### src/acfp_pkg.sv
// Shared constants, types and keyword tables for the ASCII command frame parser.
`timescale 1ns / 1ps
`default_nettype none
package acfp_pkg;

	localparam int FRAME_LIMIT = 96;
	localparam int LEN_W       = $clog2(FRAME_LIMIT);
	localparam int QUEUE_SLOTS = 6;
	localparam int QPTR_W      = $clog2(QUEUE_SLOTS);

	localparam logic [7:0] CH_HASH  = 8'h23;
	localparam logic [7:0] CH_SEMI  = 8'h3B;
	localparam logic [7:0] CH_COMMA = 8'h2C;
	localparam logic [7:0] CH_NUL   = 8'h00;
	localparam logic [7:0] CH_PLUS  = 8'h2B;
	localparam logic [7:0] CH_MINUS = 8'h2D;
	localparam logic [7:0] CH_SPACE = 8'h20;
	localparam logic [7:0] CH_TAB   = 8'h09;
	localparam logic [7:0] CH_CR    = 8'h0D;
	localparam logic [7:0] CH_ZERO  = 8'h30;
	localparam logic [7:0] CH_NINE  = 8'h39;
	localparam logic [7:0] SPEED_MAX = 8'd255;

	// keyword indexes into the candidate vector
	localparam int KW_START = 0;
	localparam int KW_STOP  = 1;
	localparam int KW_ESTOP = 2;
	localparam int KW_HOME  = 3;
	localparam int KW_OK    = 4;
	localparam int KW_SPD   = 5;
	localparam int KW_MAN   = 6;
	localparam int KW_GET   = 7;
	localparam int KW_RESET = 8;
	localparam int KW_Z     = 9;
	localparam int KW_PUMP  = 10;
	localparam int KW_PG    = 11;
	localparam int KW_STATE = 12;
	localparam int KW_UP    = 13;
	localparam int KW_DOWN  = 14;
	localparam int KW_IN    = 15;
	localparam int KW_OUT   = 16;
	localparam int KW_N     = 17;
	localparam int KW_IDX_W = $clog2(KW_N);

	typedef enum logic [3:0] {
		CMD_START     = 4'd0,
		CMD_STOP      = 4'd1,
		CMD_ESTOP     = 4'd2,
		CMD_HOME      = 4'd3,
		CMD_OK        = 4'd4,
		CMD_SPEED_SET = 4'd5,
		CMD_MANUAL    = 4'd6,
		CMD_GET_PG    = 4'd7,
		CMD_GET_STATE = 4'd8,
		CMD_RESET     = 4'd9
	} cmd_type_e;

	typedef enum logic [2:0] {
		ACT_UP   = 3'd0,
		ACT_DOWN = 3'd1,
		ACT_STOP = 3'd2,
		ACT_IN   = 3'd3,
		ACT_OUT  = 3'd4
	} act_e;

	localparam logic TGT_Z    = 1'b0;
	localparam logic TGT_PUMP = 1'b1;

	typedef enum logic [1:0] {
		NUM_WS,
		NUM_DIG,
		NUM_DONE
	} num_phase_e;

	typedef struct packed {
		logic       op;
		logic [7:0] byte_value;
	} item_t;

	typedef struct packed {
		logic [3:0]  cmd_type;
		logic [15:0] volume;
		logic        keep_level;
		logic [7:0]  speed;
		logic        man_tgt;
		logic [2:0]  man_act;
	} cmd_t;

	typedef struct packed {
		logic        pop_valid;
		logic [3:0]  cmd_type;
		logic [15:0] volume;
		logic        keep_level;
		logic [7:0]  speed;
		logic        man_tgt;
		logic [2:0]  man_act;
		logic        push_dropped;
	} result_t;

	// classified beat passed from the parser to the command queue
	typedef struct packed {
		logic is_pop;
		logic push_valid;
		cmd_t cmd;
	} mid_t;

	function automatic logic [2:0] kw_len(input logic [KW_IDX_W-1:0] k);
		logic [2:0] l;
		case (k)
			KW_IDX_W'(KW_START): l = 3'd5;
			KW_IDX_W'(KW_STOP):  l = 3'd4;
			KW_IDX_W'(KW_ESTOP): l = 3'd5;
			KW_IDX_W'(KW_HOME):  l = 3'd4;
			KW_IDX_W'(KW_OK):    l = 3'd2;
			KW_IDX_W'(KW_SPD):   l = 3'd3;
			KW_IDX_W'(KW_MAN):   l = 3'd3;
			KW_IDX_W'(KW_GET):   l = 3'd3;
			KW_IDX_W'(KW_RESET): l = 3'd5;
			KW_IDX_W'(KW_Z):     l = 3'd1;
			KW_IDX_W'(KW_PUMP):  l = 3'd4;
			KW_IDX_W'(KW_PG):    l = 3'd2;
			KW_IDX_W'(KW_STATE): l = 3'd5;
			KW_IDX_W'(KW_UP):    l = 3'd2;
			KW_IDX_W'(KW_DOWN):  l = 3'd4;
			KW_IDX_W'(KW_IN):    l = 3'd2;
			KW_IDX_W'(KW_OUT):   l = 3'd3;
			default:             l = 3'd0;
		endcase
		return l;
	endfunction

	// keyword text, right aligned, last character in the low byte
	function automatic logic [39:0] kw_text(input logic [KW_IDX_W-1:0] k);
		logic [39:0] t;
		case (k)
			KW_IDX_W'(KW_START): t = 40'("START");
			KW_IDX_W'(KW_STOP):  t = 40'("STOP");
			KW_IDX_W'(KW_ESTOP): t = 40'("ESTOP");
			KW_IDX_W'(KW_HOME):  t = 40'("HOME");
			KW_IDX_W'(KW_OK):    t = 40'("OK");
			KW_IDX_W'(KW_SPD):   t = 40'("SPD");
			KW_IDX_W'(KW_MAN):   t = 40'("MAN");
			KW_IDX_W'(KW_GET):   t = 40'("GET");
			KW_IDX_W'(KW_RESET): t = 40'("RESET");
			KW_IDX_W'(KW_Z):     t = 40'("Z");
			KW_IDX_W'(KW_PUMP):  t = 40'("PUMP");
			KW_IDX_W'(KW_PG):    t = 40'("PG");
			KW_IDX_W'(KW_STATE): t = 40'("STATE");
			KW_IDX_W'(KW_UP):    t = 40'("UP");
			KW_IDX_W'(KW_DOWN):  t = 40'("DOWN");
			KW_IDX_W'(KW_IN):    t = 40'("IN");
			KW_IDX_W'(KW_OUT):   t = 40'("OUT");
			default:             t = '0;
		endcase
		return t;
	endfunction

	// character p of keyword k; only meaningful for p below its length
	function automatic logic [7:0] kw_char(input logic [KW_IDX_W-1:0] k, input logic [2:0] p);
		logic [39:0] t;
		logic [2:0]  sh;
		t  = kw_text(k);
		sh = kw_len(k) - 3'd1 - p;
		return t[{sh, 3'b000} +: 8];
	endfunction

endpackage
`default_nettype wire

### src/ascii_command_frame_parser.sv
// Top level of the ASCII command frame parser with its command queue.
`timescale 1ns / 1ps
`default_nettype none
// Each input beat is either a received byte (op 0) or a pop request (op 1), and
// every beat yields exactly one result beat, in order. Bytes build frames
// "#field,field,...;" - '#' (re)starts a frame, ';' ends and decodes it, a NUL
// ends the content early, and a frame longer than FRAME_LIMIT-1 content bytes
// is dropped. Decoded commands enter a QUEUE_SLOTS-slot ring holding
// QUEUE_SLOTS-1 commands; a byte that completes a command while the ring is full
// reports push_dropped. A pop beat returns the oldest command with pop_valid set,
// or all zeros when the ring is empty. The block takes one beat per clock while
// full is low: the parser classifies each byte in the cycle it is accepted, from
// its running field state, a two-entry queue hands classified beats to the ring
// stage, and a two-entry result queue lets the block keep taking beats while
// results wait. An accepted beat is registered into the classified-beat queue,
// and its result then into the result queue, which drops empty.
module ascii_command_frame_parser import acfp_pkg::*; (
	input  logic    clk,
	input  logic    arst_n,
	input  logic    push,
	output logic    full,
	input  item_t   item,
	output logic    empty,
	input  logic    pop,
	output result_t result
);

	logic emit;
	mid_t emit_item;

	// parse and classify each beat
	acfp_front u_front (
		.clk       (clk),
		.arst_n    (arst_n),
		.push      (push),
		.item      (item),
		.stall     (full),
		.emit      (emit),
		.emit_item (emit_item)
	);

	// queue commands and answer pops
	acfp_back u_back (
		.clk       (clk),
		.arst_n    (arst_n),
		.emit      (emit),
		.emit_item (emit_item),
		.mid_full  (full),
		.pop       (pop),
		.empty     (empty),
		.result    (result)
	);

endmodule
`default_nettype wire

### src/acfp_front.sv
// Byte parser: frame tracking, field splitting, keyword matching, number reading, decode.
`timescale 1ns / 1ps
`default_nettype none
module acfp_front import acfp_pkg::*; (
	input  logic  clk,
	input  logic  arst_n,
	input  logic  push,
	input  item_t item,
	input  logic  stall,
	output logic  emit,
	output mid_t  emit_item
);

	logic             in_frame_q;
	logic [LEN_W-1:0] len_q;
	logic             ended_q;
	logic [2:0]       cnt_q;
	logic [LEN_W-1:0] pos_q;
	logic [KW_N-1:0]  cand_q;
	logic [31:0]      mag_q;
	logic             neg_q;
	num_phase_e       nph_q;

	logic [KW_N-1:0]  f0m_q, f1m_q, f2m_q;
	logic [15:0]      f1vol_q;
	logic [7:0]       f1spd_q, f3spd_q;
	logic             f2pos_q;

	logic [7:0] b;
	logic       accept, is_byte;
	logic       is_hash, is_semi, is_comma, is_nul, is_ws, is_digit, is_sign;
	logic       fin;

	assign b        = item.byte_value;
	assign accept   = push && !stall;
	assign is_byte  = accept && !item.op;
	assign is_hash  = b == CH_HASH;
	assign is_semi  = b == CH_SEMI;
	assign is_comma = b == CH_COMMA;
	assign is_nul   = b == CH_NUL;
	assign is_ws    = b == CH_SPACE || (b >= CH_TAB && b <= CH_CR);
	assign is_digit = b >= CH_ZERO && b <= CH_NINE;
	assign is_sign  = b == CH_PLUS || b == CH_MINUS;
	assign fin      = pos_q != '0;

	// close out the field in progress
	logic [KW_N-1:0] cur_match;
	logic [15:0]     cur_vol;
	logic [7:0]      cur_spd;
	logic            cur_pos;

	always_comb begin
		for (int k = 0; k < KW_N; k++) begin
			cur_match[k] = cand_q[k] && (pos_q == LEN_W'(kw_len(KW_IDX_W'(k))));
		end
		if (neg_q) begin
			cur_vol = ~mag_q[15:0] + 16'd1;
		end else if (mag_q[31]) begin
			cur_vol = 16'hFFFF;
		end else begin
			cur_vol = mag_q[15:0];
		end
		if (neg_q) begin
			cur_spd = '0;
		end else if (mag_q > 32'(SPEED_MAX)) begin
			cur_spd = SPEED_MAX;
		end else begin
			cur_spd = mag_q[7:0];
		end
		cur_pos = !neg_q && mag_q != '0;
	end

	// keyword candidates after this character
	logic [KW_N-1:0] base_cand, next_cand;
	always_comb begin
		base_cand = fin ? cand_q : '1;
		for (int k = 0; k < KW_N; k++) begin
			next_cand[k] = base_cand[k]
				&& (pos_q < LEN_W'(kw_len(KW_IDX_W'(k))))
				&& (kw_char(KW_IDX_W'(k), pos_q[2:0]) == b);
		end
	end

	// number reader: next state
	num_phase_e base_phase, next_phase;
	assign base_phase = fin ? nph_q : NUM_WS;

	always_comb begin
		case (base_phase)
			NUM_WS: begin
				if (is_ws) next_phase = NUM_WS;
				else if (is_sign || is_digit) next_phase = NUM_DIG;
				else next_phase = NUM_DONE;
			end
			NUM_DIG: next_phase = is_digit ? NUM_DIG : NUM_DONE;
			default: next_phase = NUM_DONE;
		endcase
	end

	// number reader: outputs
	logic [31:0] base_mag, next_mag;
	logic        base_neg, next_neg;
	logic [35:0] prod;

	assign base_mag = fin ? mag_q : '0;
	assign base_neg = fin ? neg_q : 1'b0;
	assign prod     = ({4'b0, base_mag} << 3) + ({4'b0, base_mag} << 1) + 36'(b[3:0]);

	always_comb begin
		next_mag = base_mag;
		next_neg = base_neg;
		case (base_phase)
			NUM_WS: begin
				if (is_sign) next_neg = b == CH_MINUS;
				else if (is_digit) next_mag = prod > 36'h080000000 ? 32'h80000000 : prod[31:0];
			end
			NUM_DIG: begin
				if (is_digit) next_mag = prod > 36'h080000000 ? 32'h80000000 : prod[31:0];
			end
			default: ;
		endcase
	end

	// effective fields at end of frame
	logic [2:0]      n_eff;
	logic [KW_N-1:0] e0m, e1m, e2m;
	logic [15:0]     e1vol;
	logic [7:0]      e1spd, e3spd;
	logic            e2pos;

	always_comb begin
		n_eff = (fin && cnt_q < 3'd4) ? cnt_q + 3'd1 : cnt_q;
		e0m   = (fin && cnt_q == 3'd0) ? cur_match : f0m_q;
		e1m   = (fin && cnt_q == 3'd1) ? cur_match : f1m_q;
		e1vol = (fin && cnt_q == 3'd1) ? cur_vol : f1vol_q;
		e1spd = (fin && cnt_q == 3'd1) ? cur_spd : f1spd_q;
		e2m   = (fin && cnt_q == 3'd2) ? cur_match : f2m_q;
		e2pos = (fin && cnt_q == 3'd2) ? cur_pos : f2pos_q;
		e3spd = (fin && cnt_q == 3'd3) ? cur_spd : f3spd_q;
	end

	logic dec_valid;
	cmd_t dec_cmd;

	always_comb begin
		dec_valid = 1'b0;
		dec_cmd   = '0;
		if (e0m[KW_START]) begin
			dec_valid          = n_eff >= 3'd2;
			dec_cmd.cmd_type   = CMD_START;
			dec_cmd.volume     = e1vol;
			dec_cmd.keep_level = n_eff >= 3'd3 && e2pos;
		end else if (e0m[KW_STOP]) begin
			dec_valid        = 1'b1;
			dec_cmd.cmd_type = CMD_STOP;
		end else if (e0m[KW_ESTOP]) begin
			dec_valid        = 1'b1;
			dec_cmd.cmd_type = CMD_ESTOP;
		end else if (e0m[KW_HOME]) begin
			dec_valid        = 1'b1;
			dec_cmd.cmd_type = CMD_HOME;
		end else if (e0m[KW_OK]) begin
			dec_valid        = 1'b1;
			dec_cmd.cmd_type = CMD_OK;
		end else if (e0m[KW_SPD]) begin
			dec_valid        = n_eff >= 3'd2;
			dec_cmd.cmd_type = CMD_SPEED_SET;
			dec_cmd.speed    = e1spd;
		end else if (e0m[KW_MAN]) begin
			dec_cmd.cmd_type = CMD_MANUAL;
			dec_cmd.speed    = n_eff >= 3'd4 ? e3spd : '0;
			if (e1m[KW_Z]) begin
				dec_cmd.man_tgt = TGT_Z;
				dec_valid = e2m[KW_UP] || e2m[KW_DOWN] || e2m[KW_STOP];
				if (e2m[KW_UP]) dec_cmd.man_act = ACT_UP;
				else if (e2m[KW_DOWN]) dec_cmd.man_act = ACT_DOWN;
				else dec_cmd.man_act = ACT_STOP;
			end else if (e1m[KW_PUMP]) begin
				dec_cmd.man_tgt = TGT_PUMP;
				dec_valid = e2m[KW_IN] || e2m[KW_OUT] || e2m[KW_STOP];
				if (e2m[KW_IN]) dec_cmd.man_act = ACT_IN;
				else if (e2m[KW_OUT]) dec_cmd.man_act = ACT_OUT;
				else dec_cmd.man_act = ACT_STOP;
			end
			if (n_eff < 3'd3) dec_valid = 1'b0;
		end else if (e0m[KW_GET]) begin
			dec_valid        = n_eff >= 3'd2 && (e1m[KW_PG] || e1m[KW_STATE]);
			dec_cmd.cmd_type = e1m[KW_PG] ? CMD_GET_PG : CMD_GET_STATE;
		end else if (e0m[KW_RESET]) begin
			dec_valid        = 1'b1;
			dec_cmd.cmd_type = CMD_RESET;
		end
	end

	// a frame with no fields at all decodes to nothing
	assign emit                 = accept;
	assign emit_item.is_pop     = item.op;
	assign emit_item.push_valid = !item.op && !is_hash && in_frame_q && is_semi && dec_valid
		&& n_eff != 3'd0;
	assign emit_item.cmd        = dec_cmd;

	logic content;
	assign content = is_byte && !is_hash && in_frame_q && !is_semi
		&& len_q != LEN_W'(FRAME_LIMIT - 1);

	always_ff @(posedge clk or negedge arst_n) begin
		if (!arst_n) begin
			in_frame_q <= 1'b0;
			len_q      <= '0;
			ended_q    <= 1'b0;
			cnt_q      <= '0;
			pos_q      <= '0;
			cand_q     <= '1;
			mag_q      <= '0;
			neg_q      <= 1'b0;
			nph_q      <= NUM_WS;
		end else if (is_byte) begin
			if (is_hash) begin
				in_frame_q <= 1'b1;
				len_q      <= '0;
				ended_q    <= 1'b0;
				cnt_q      <= '0;
				pos_q      <= '0;
			end else if (in_frame_q) begin
				if (is_semi || len_q == LEN_W'(FRAME_LIMIT - 1)) begin
					in_frame_q <= 1'b0;
					len_q      <= '0;
				end else begin
					len_q <= len_q + LEN_W'(1);
					if (!ended_q) begin
						if (is_comma || is_nul) begin
							pos_q <= '0;
							if (fin && cnt_q < 3'd4) cnt_q <= cnt_q + 3'd1;
							if (is_nul) ended_q <= 1'b1;
						end else begin
							pos_q  <= pos_q + LEN_W'(1);
							cand_q <= next_cand;
							mag_q  <= next_mag;
							neg_q  <= next_neg;
							nph_q  <= next_phase;
						end
					end
				end
			end
		end
	end

	// store a finished field by its index
	always_ff @(posedge clk) begin
		if (content && !ended_q && (is_comma || is_nul) && fin) begin
			case (cnt_q)
				3'd0: f0m_q <= cur_match;
				3'd1: begin
					f1m_q   <= cur_match;
					f1vol_q <= cur_vol;
					f1spd_q <= cur_spd;
				end
				3'd2: begin
					f2m_q   <= cur_match;
					f2pos_q <= cur_pos;
				end
				3'd3: f3spd_q <= cur_spd;
				default: ;
			endcase
		end
	end

endmodule
`default_nettype wire

### src/acfp_back.sv
// Command queue side: decoupling queue, command ring and result queue.
`timescale 1ns / 1ps
`default_nettype none
module acfp_back import acfp_pkg::*; (
	input  logic    clk,
	input  logic    arst_n,
	input  logic    emit,
	input  mid_t    emit_item,
	output logic    mid_full,
	input  logic    pop,
	output logic    empty,
	output result_t result
);

	mid_t       mq_q [2];
	logic       mwr_q, mrd_q;
	logic [1:0] mcnt_q;

	result_t    oq_q [2];
	logic       owr_q, ord_q;
	logic [1:0] ocnt_q;

	cmd_t              ring_q [QUEUE_SLOTS];
	logic [QPTR_W-1:0] head_q, tail_q, head_nxt, tail_nxt;

	mid_t    mid_head;
	logic    opop, proc, ring_empty, ring_full, ring_wr;
	result_t res;
	cmd_t    rd;

	assign mid_full   = mcnt_q == 2'd2;
	assign mid_head   = mq_q[mrd_q];
	assign empty      = ocnt_q == 2'd0;
	assign result     = oq_q[ord_q];
	assign opop       = pop && !empty;
	assign proc       = mcnt_q != 2'd0 && (ocnt_q != 2'd2 || opop);

	assign head_nxt   = head_q == QPTR_W'(QUEUE_SLOTS - 1) ? '0 : head_q + QPTR_W'(1);
	assign tail_nxt   = tail_q == QPTR_W'(QUEUE_SLOTS - 1) ? '0 : tail_q + QPTR_W'(1);
	assign ring_empty = head_q == tail_q;
	assign ring_full  = head_nxt == tail_q;
	assign ring_wr    = proc && !mid_head.is_pop && mid_head.push_valid && !ring_full;
	assign rd         = ring_q[tail_q];

	always_comb begin
		res = '0;
		if (mid_head.is_pop) begin
			if (!ring_empty) begin
				res.pop_valid  = 1'b1;
				res.cmd_type   = rd.cmd_type;
				res.volume     = rd.volume;
				res.keep_level = rd.keep_level;
				res.speed      = rd.speed;
				res.man_tgt    = rd.man_tgt;
				res.man_act    = rd.man_act;
			end
		end else if (mid_head.push_valid && ring_full) begin
			res.push_dropped = 1'b1;
		end
	end

	always_ff @(posedge clk or negedge arst_n) begin
		if (!arst_n) begin
			mwr_q  <= 1'b0;
			mrd_q  <= 1'b0;
			mcnt_q <= '0;
			owr_q  <= 1'b0;
			ord_q  <= 1'b0;
			ocnt_q <= '0;
			head_q <= '0;
			tail_q <= '0;
		end else begin
			if (emit) mwr_q <= !mwr_q;
			if (proc) mrd_q <= !mrd_q;
			mcnt_q <= mcnt_q + {1'b0, emit} - {1'b0, proc};
			if (proc) owr_q <= !owr_q;
			if (opop) ord_q <= !ord_q;
			ocnt_q <= ocnt_q + {1'b0, proc} - {1'b0, opop};
			if (ring_wr) head_q <= head_nxt;
			if (proc && mid_head.is_pop && !ring_empty) tail_q <= tail_nxt;
		end
	end

	always_ff @(posedge clk) begin
		if (emit) mq_q[mwr_q] <= emit_item;
		if (proc) oq_q[owr_q] <= res;
		if (ring_wr) ring_q[head_q] <= mid_head.cmd;
	end

	a_counts: assert property (@(posedge clk) disable iff (!arst_n)
		mcnt_q != 2'd3 && ocnt_q != 2'd3)
		else $error("queue count out of range");

	a_ptrs: assert property (@(posedge clk) disable iff (!arst_n)
		head_q < QPTR_W'(QUEUE_SLOTS) && tail_q < QPTR_W'(QUEUE_SLOTS))
		else $error("ring pointer out of range");

	a_drop_hold: assert property (@(posedge clk) disable iff (!arst_n)
		(proc && !mid_head.is_pop && mid_head.push_valid && ring_full) |=> $stable(head_q))
		else $error("ring head moved on a dropped command");

	a_pop_empty: assert property (@(posedge clk) disable iff (!arst_n)
		(proc && mid_head.is_pop && ring_empty) |=> $stable(tail_q))
		else $error("ring tail moved on a pop of an empty ring");

endmodule
`default_nettype wire

### config.mk
export PLATFORM = sky130hd
export DESIGN_NAME = ascii_command_frame_parser
export DESIGN_NICKNAME = d
export VERILOG_FILES = /design/src/acfp_pkg.sv /design/src/ascii_command_frame_parser.sv /design/src/acfp_front.sv /design/src/acfp_back.sv
export SDC_FILE = /design/constraint.sdc
export NUM_CORES = 1
export LEC_CHECK = 0
export BUFFER_PORTS_ARGS = -buffer_cell sky130_fd_sc_hd__buf_4
export CORE_MARGIN = 2
export CORE_UTILIZATION = 68
export CTS_BUF_LIST = sky130_fd_sc_hd__clkbuf_8 sky130_fd_sc_hd__clkbuf_16
export DETAILED_ROUTE_END_ITERATION = 8
export PLACE_DENSITY = 0.86
export SLEW_MARGIN = 10
export SYNTH_ARGS = -nofsm -noshare
export SYNTH_HDL_FRONTEND = slang
export SYNTH_SLANG_ARGS = --single-unit
### constraint.sdc
create_clock -name clk -period 7.5 [get_ports clk]
set_input_delay 1.5 -clock clk [delete_from_list [all_inputs] [get_ports clk]]
set_output_delay 1.5 -clock clk [all_outputs]
set_load 0.005 [all_outputs]
==> summary.md <==
| Metric | Value |
|---|---|
| Outcome | finished, final reports clean |
| Min-Delay Path Class | reg2reg |
| Sequential cell area | around 14,000 um^2 |
| Largest net degree at the start of global routing | 73 |
| Worst Path Required | 7990 ps |
| RR Endpoint | u_front.mag_q[18] |
| Hold Path Origin | u_front.len_q[6] |
| Mean routed wirelength per cell | about 23 um |
| Clk slew on worst S/H paths | about 70 ps |
| Die width | 189 um |
| Ant diodes | 0 |
| FF+latch count, synth | between 400 and 500 |
| DR vias/cell | between 6 and 7 |
| Io pins | 50 |
| Max_slew headroom | 16.7% |
| CP max FO | 33 |
| Period minus WS final | 5600 ps |
| Setup TNS | 0 ps |
| CTS tree | built |
| Die area | roughly 36,000 um^2 |
| Hpwl dp | between 30 and 40 mm |
| First-pass GRT wire length | around 85 mm |
| Worst-Margin Slew | 1250 ps |
| Ys async rst share | between 10% and 20% |
| Final Hold Fails | 0 |
| Largest family of logic cells by synthesized area | compound AO/OA/AOI/OAI gates |
| EDFF count, synth | 389 |
| Syn avg cell area | about 13 um^2 |
| Clock sinks | roughly 470 |
| Most frequent cells in the layout | 389 x edfxtp_1, 164 x nor2_1, 118 x nand2_1, 113 x a21oi_1, 87 x ha_1 |
| Root buffer cell | clkbuf_16 |
| Multi-input gate area | ~9000 um^2 |
| Slew Viols, Final | 0 |
| Hold path depth | 1 |
| Post-Synth Adder-Cell Area | approximately 4.7% |
| Buffers on Ports | 49 |
| Post-Synthesis Cells | around 1,900 |
| Worst VDD drop | 292 uV |
| Initial core utilization | 69.4% |
| H-tree Lvls | 2 |
| Num rows | 67 |
| CTS Buffer Depth | 3 |
| Clock Skews | between 20 and 25 ps |
| P_leak | 9.79 nW |
| Period utilisation layout | between 70% and 80% |
| Most common cell after layout, fill and taps aside | edfxtp_1 |
| Fraction of layout cells with a size suffix above 1 | between 10% and 20% |
| Total Wirelength | 54.2 mm |
| Maxcap violations | 0 |
| Synth Flop Type | edfxtp_1 |
| Worst skew pair latency | roughly 560 ps |
| Gp weighted congestion | 0.932 |
| Initial antenna violation count | 0 |
| Vias in the first global route | about 16,000 |
| Vias post-DR | around 16,000 |
| Total GRT Usage | between 30 and 40% |
| Synthesized cell area | 23,400 um^2 |
| Post-layout util | 75.9% |
| Fill count | around 2,000 |
| Core area | 33,700 um^2 |
| Total grt overflow | 0 |
| Final nets | 1,978 |
| Critical Path End Type | flop |
| Drt first pass iters | 6 |
| Reg-to-reg critical path startpoint | u_front.pos_q[0] |
| Total power | slightly above 9 mW |
| Crit Path Class | reg2reg |
| Post-synthesis net count | between 1,500 and 2,000 |
| Die Height | roughly 190 um |
| Simple-gate share of the synthesized area | between 10% and 20% |
| Area grow syn2layout | 9.36% |
| Antenna Nets Post-Route | 0 |
| CP Launch Type | flop |
| Synth unique cells | 80 |
| Final setup violation count | 0 |
| Multiplexer share of the synthesized area | 9.25% |
| F_max | between 0.15 and 0.2 GHz |
| RSZ-0062 raised after global routing | no |
| R2R cell count | 20 |
| Synth Area in Compound Gates | between 10% and 20% |
| Worst hold endpoint | u_front.len_q[6] |
| Post-cts sizing count | 0 |
| Post-synthesis sequential area ratio | around three fifths |
| DRC marker count from the first detailed-route iteration | 1,488 |
| FF-to-FF setup slack | ~1900 ps |
| WP data arrival | about 6100 ps |
| Post-CTS setup buffers | 0 |
| Synth Area in XOR/XNOR | 2.80% |
| # hold bufs at CTS | 0 |
| Ys Warns | 0 |
| Cts bufs inserted | 46 |
| Pwr Density | around 360 nW/um^2 |
| Crit. Startpoint | u_front.pos_q[0] |
| Remaining DRCs | 0 |
-- per-stage QoR --
stage	setup slack, ps	cell area, um^2	hold slack [ps]	std cells
finish	1900	25600	477	2360
global route	1560	25600	497	2360
CTS	2010	25600	476	2360
detailed placement	2030	24200	461	2277
global placement	2220	24200	459	2277
floorplan	2290	23400	437	1852
-- power breakdown --
group / leakage [nW] / total [mW] / internal (mW) / switching (mW)
clock network: 0.731 / 2.22 / 1.26 / 0.968
registers: 4.70 / 3.98 / 3.71 / 0.264
logic: 4.36 / 2.97 / 1.16 / 1.81
total: 9.79 / 9.17 / 6.13 / 3.04
-- cell usage after synthesis, types with 6 or more instances --
master,number,area (um^2)
nor2_1,172,646
xnor2_1,43,377
nor2b_1,38,238
o22a_1,17,149
and2_1,18,113
dfstp_2,17,447
a22o_1,34,298
a21o_1,13,97.6
and3_1,13,81.3
o22ai_1,6,37.5
buf_2,11,55.1
clkbuf_1,57,214
a31oi_1,18,113
nor4_1,14,87.6
nand3_1,31,155
a21oi_1,113,566
nand2_1,118,443
inv_1,51,191
mux2_2,71,800
mux2i_1,62,621
o21ai_0,72,360
a211oi_1,39,293
o31ai_1,12,90.1
edfxtp_1,389,11700
o21bai_1,6,45.0
nor3_1,40,200
buf_1,23,86.3
mux4_2,33,743
or3_1,13,81.3
xor2_1,30,263
nand2b_1,16,100
ha_1,87,1090
dfrtp_1,68,1700
nand4_1,12,75.1
-- registers in the layout, indices dropped and copies added (netlist names), 3 cells and up --
name             cells
u_front.f3spd_q      8
u_back.oq_q         70
u_back.tail_q        3
u_front.f0m_q        9
u_front.f1m_q        4
u_front.f1spd_q      8
u_front.f1vol_q     16
u_back.mq_q         70
u_front.cand_q      17
u_back.head_q        3
u_back.ring_q      198
u_front.cnt_q        3
u_front.pos_q        7
u_front.f2m_q        5
u_front.mag_q       32
u_front.len_q        7
-- worst max path at each step --
stage | end | slack [ps]
finish | u_front.mag_q[18] | 1900
floorplan | u_front.mag_q[31] | 2290
global placement | u_front.mag_q[29] | 2220
CTS | u_front.mag_q[4] | 2010
global route | u_front.mag_q[5] | 1560
detailed placement | u_front.mag_q[18] | 2030
-- metal layers --
metal / up-vias / GRT usage, % / part of all wire, %
li1: 7037 / - / -
met1: 7702 / 40.1 / 40
met2: 725 / 53.5 / 51
met3: 128 / 3.76 / 6.6
met4: 0 / 9.15 / 2.9
met5: - / 0 / 0
-- area by class of cell --
type | instances | share of cell area [%]
clock inverters | 34 | 0.890
well taps | 448 | 2.19
multi-input cells | 1231 | 35.3
clock buffers | 49 | 4.70
flip-flops and latches | 474 | 54.1
repair buffers | 73 | 2.14
inverters | 51 | 0.748
-- critical path, cell delays in order, from the launching register on --
cell and delay (ps):
dfrtp_1 600, inv_1 280, ha_1 490, nand2b_1 240, nor2_2 210, buf_4 390
nor2_1 120, ha_1 300, ha_1 170, inv_1 60, fa_1 390, nor2b_1 170
o31ai_1 110, nand2_1 140, a21oi_1 200, o41ai_4 500, a211o_1 200, o2111ai_2 150
nor4b_4 230, buf_4 370, a22o_1 190
-- logic make-up after synthesis --
family,Yosys count
AO/OA/AOI/OAI,388
adder cells (fa/ha/maj),88
buffers and inverters,147
AND/OR/NAND/NOR,515
flip-flops,474
multiplexers,166
XOR/XNOR,74
(Power assumes the default switching activity.)
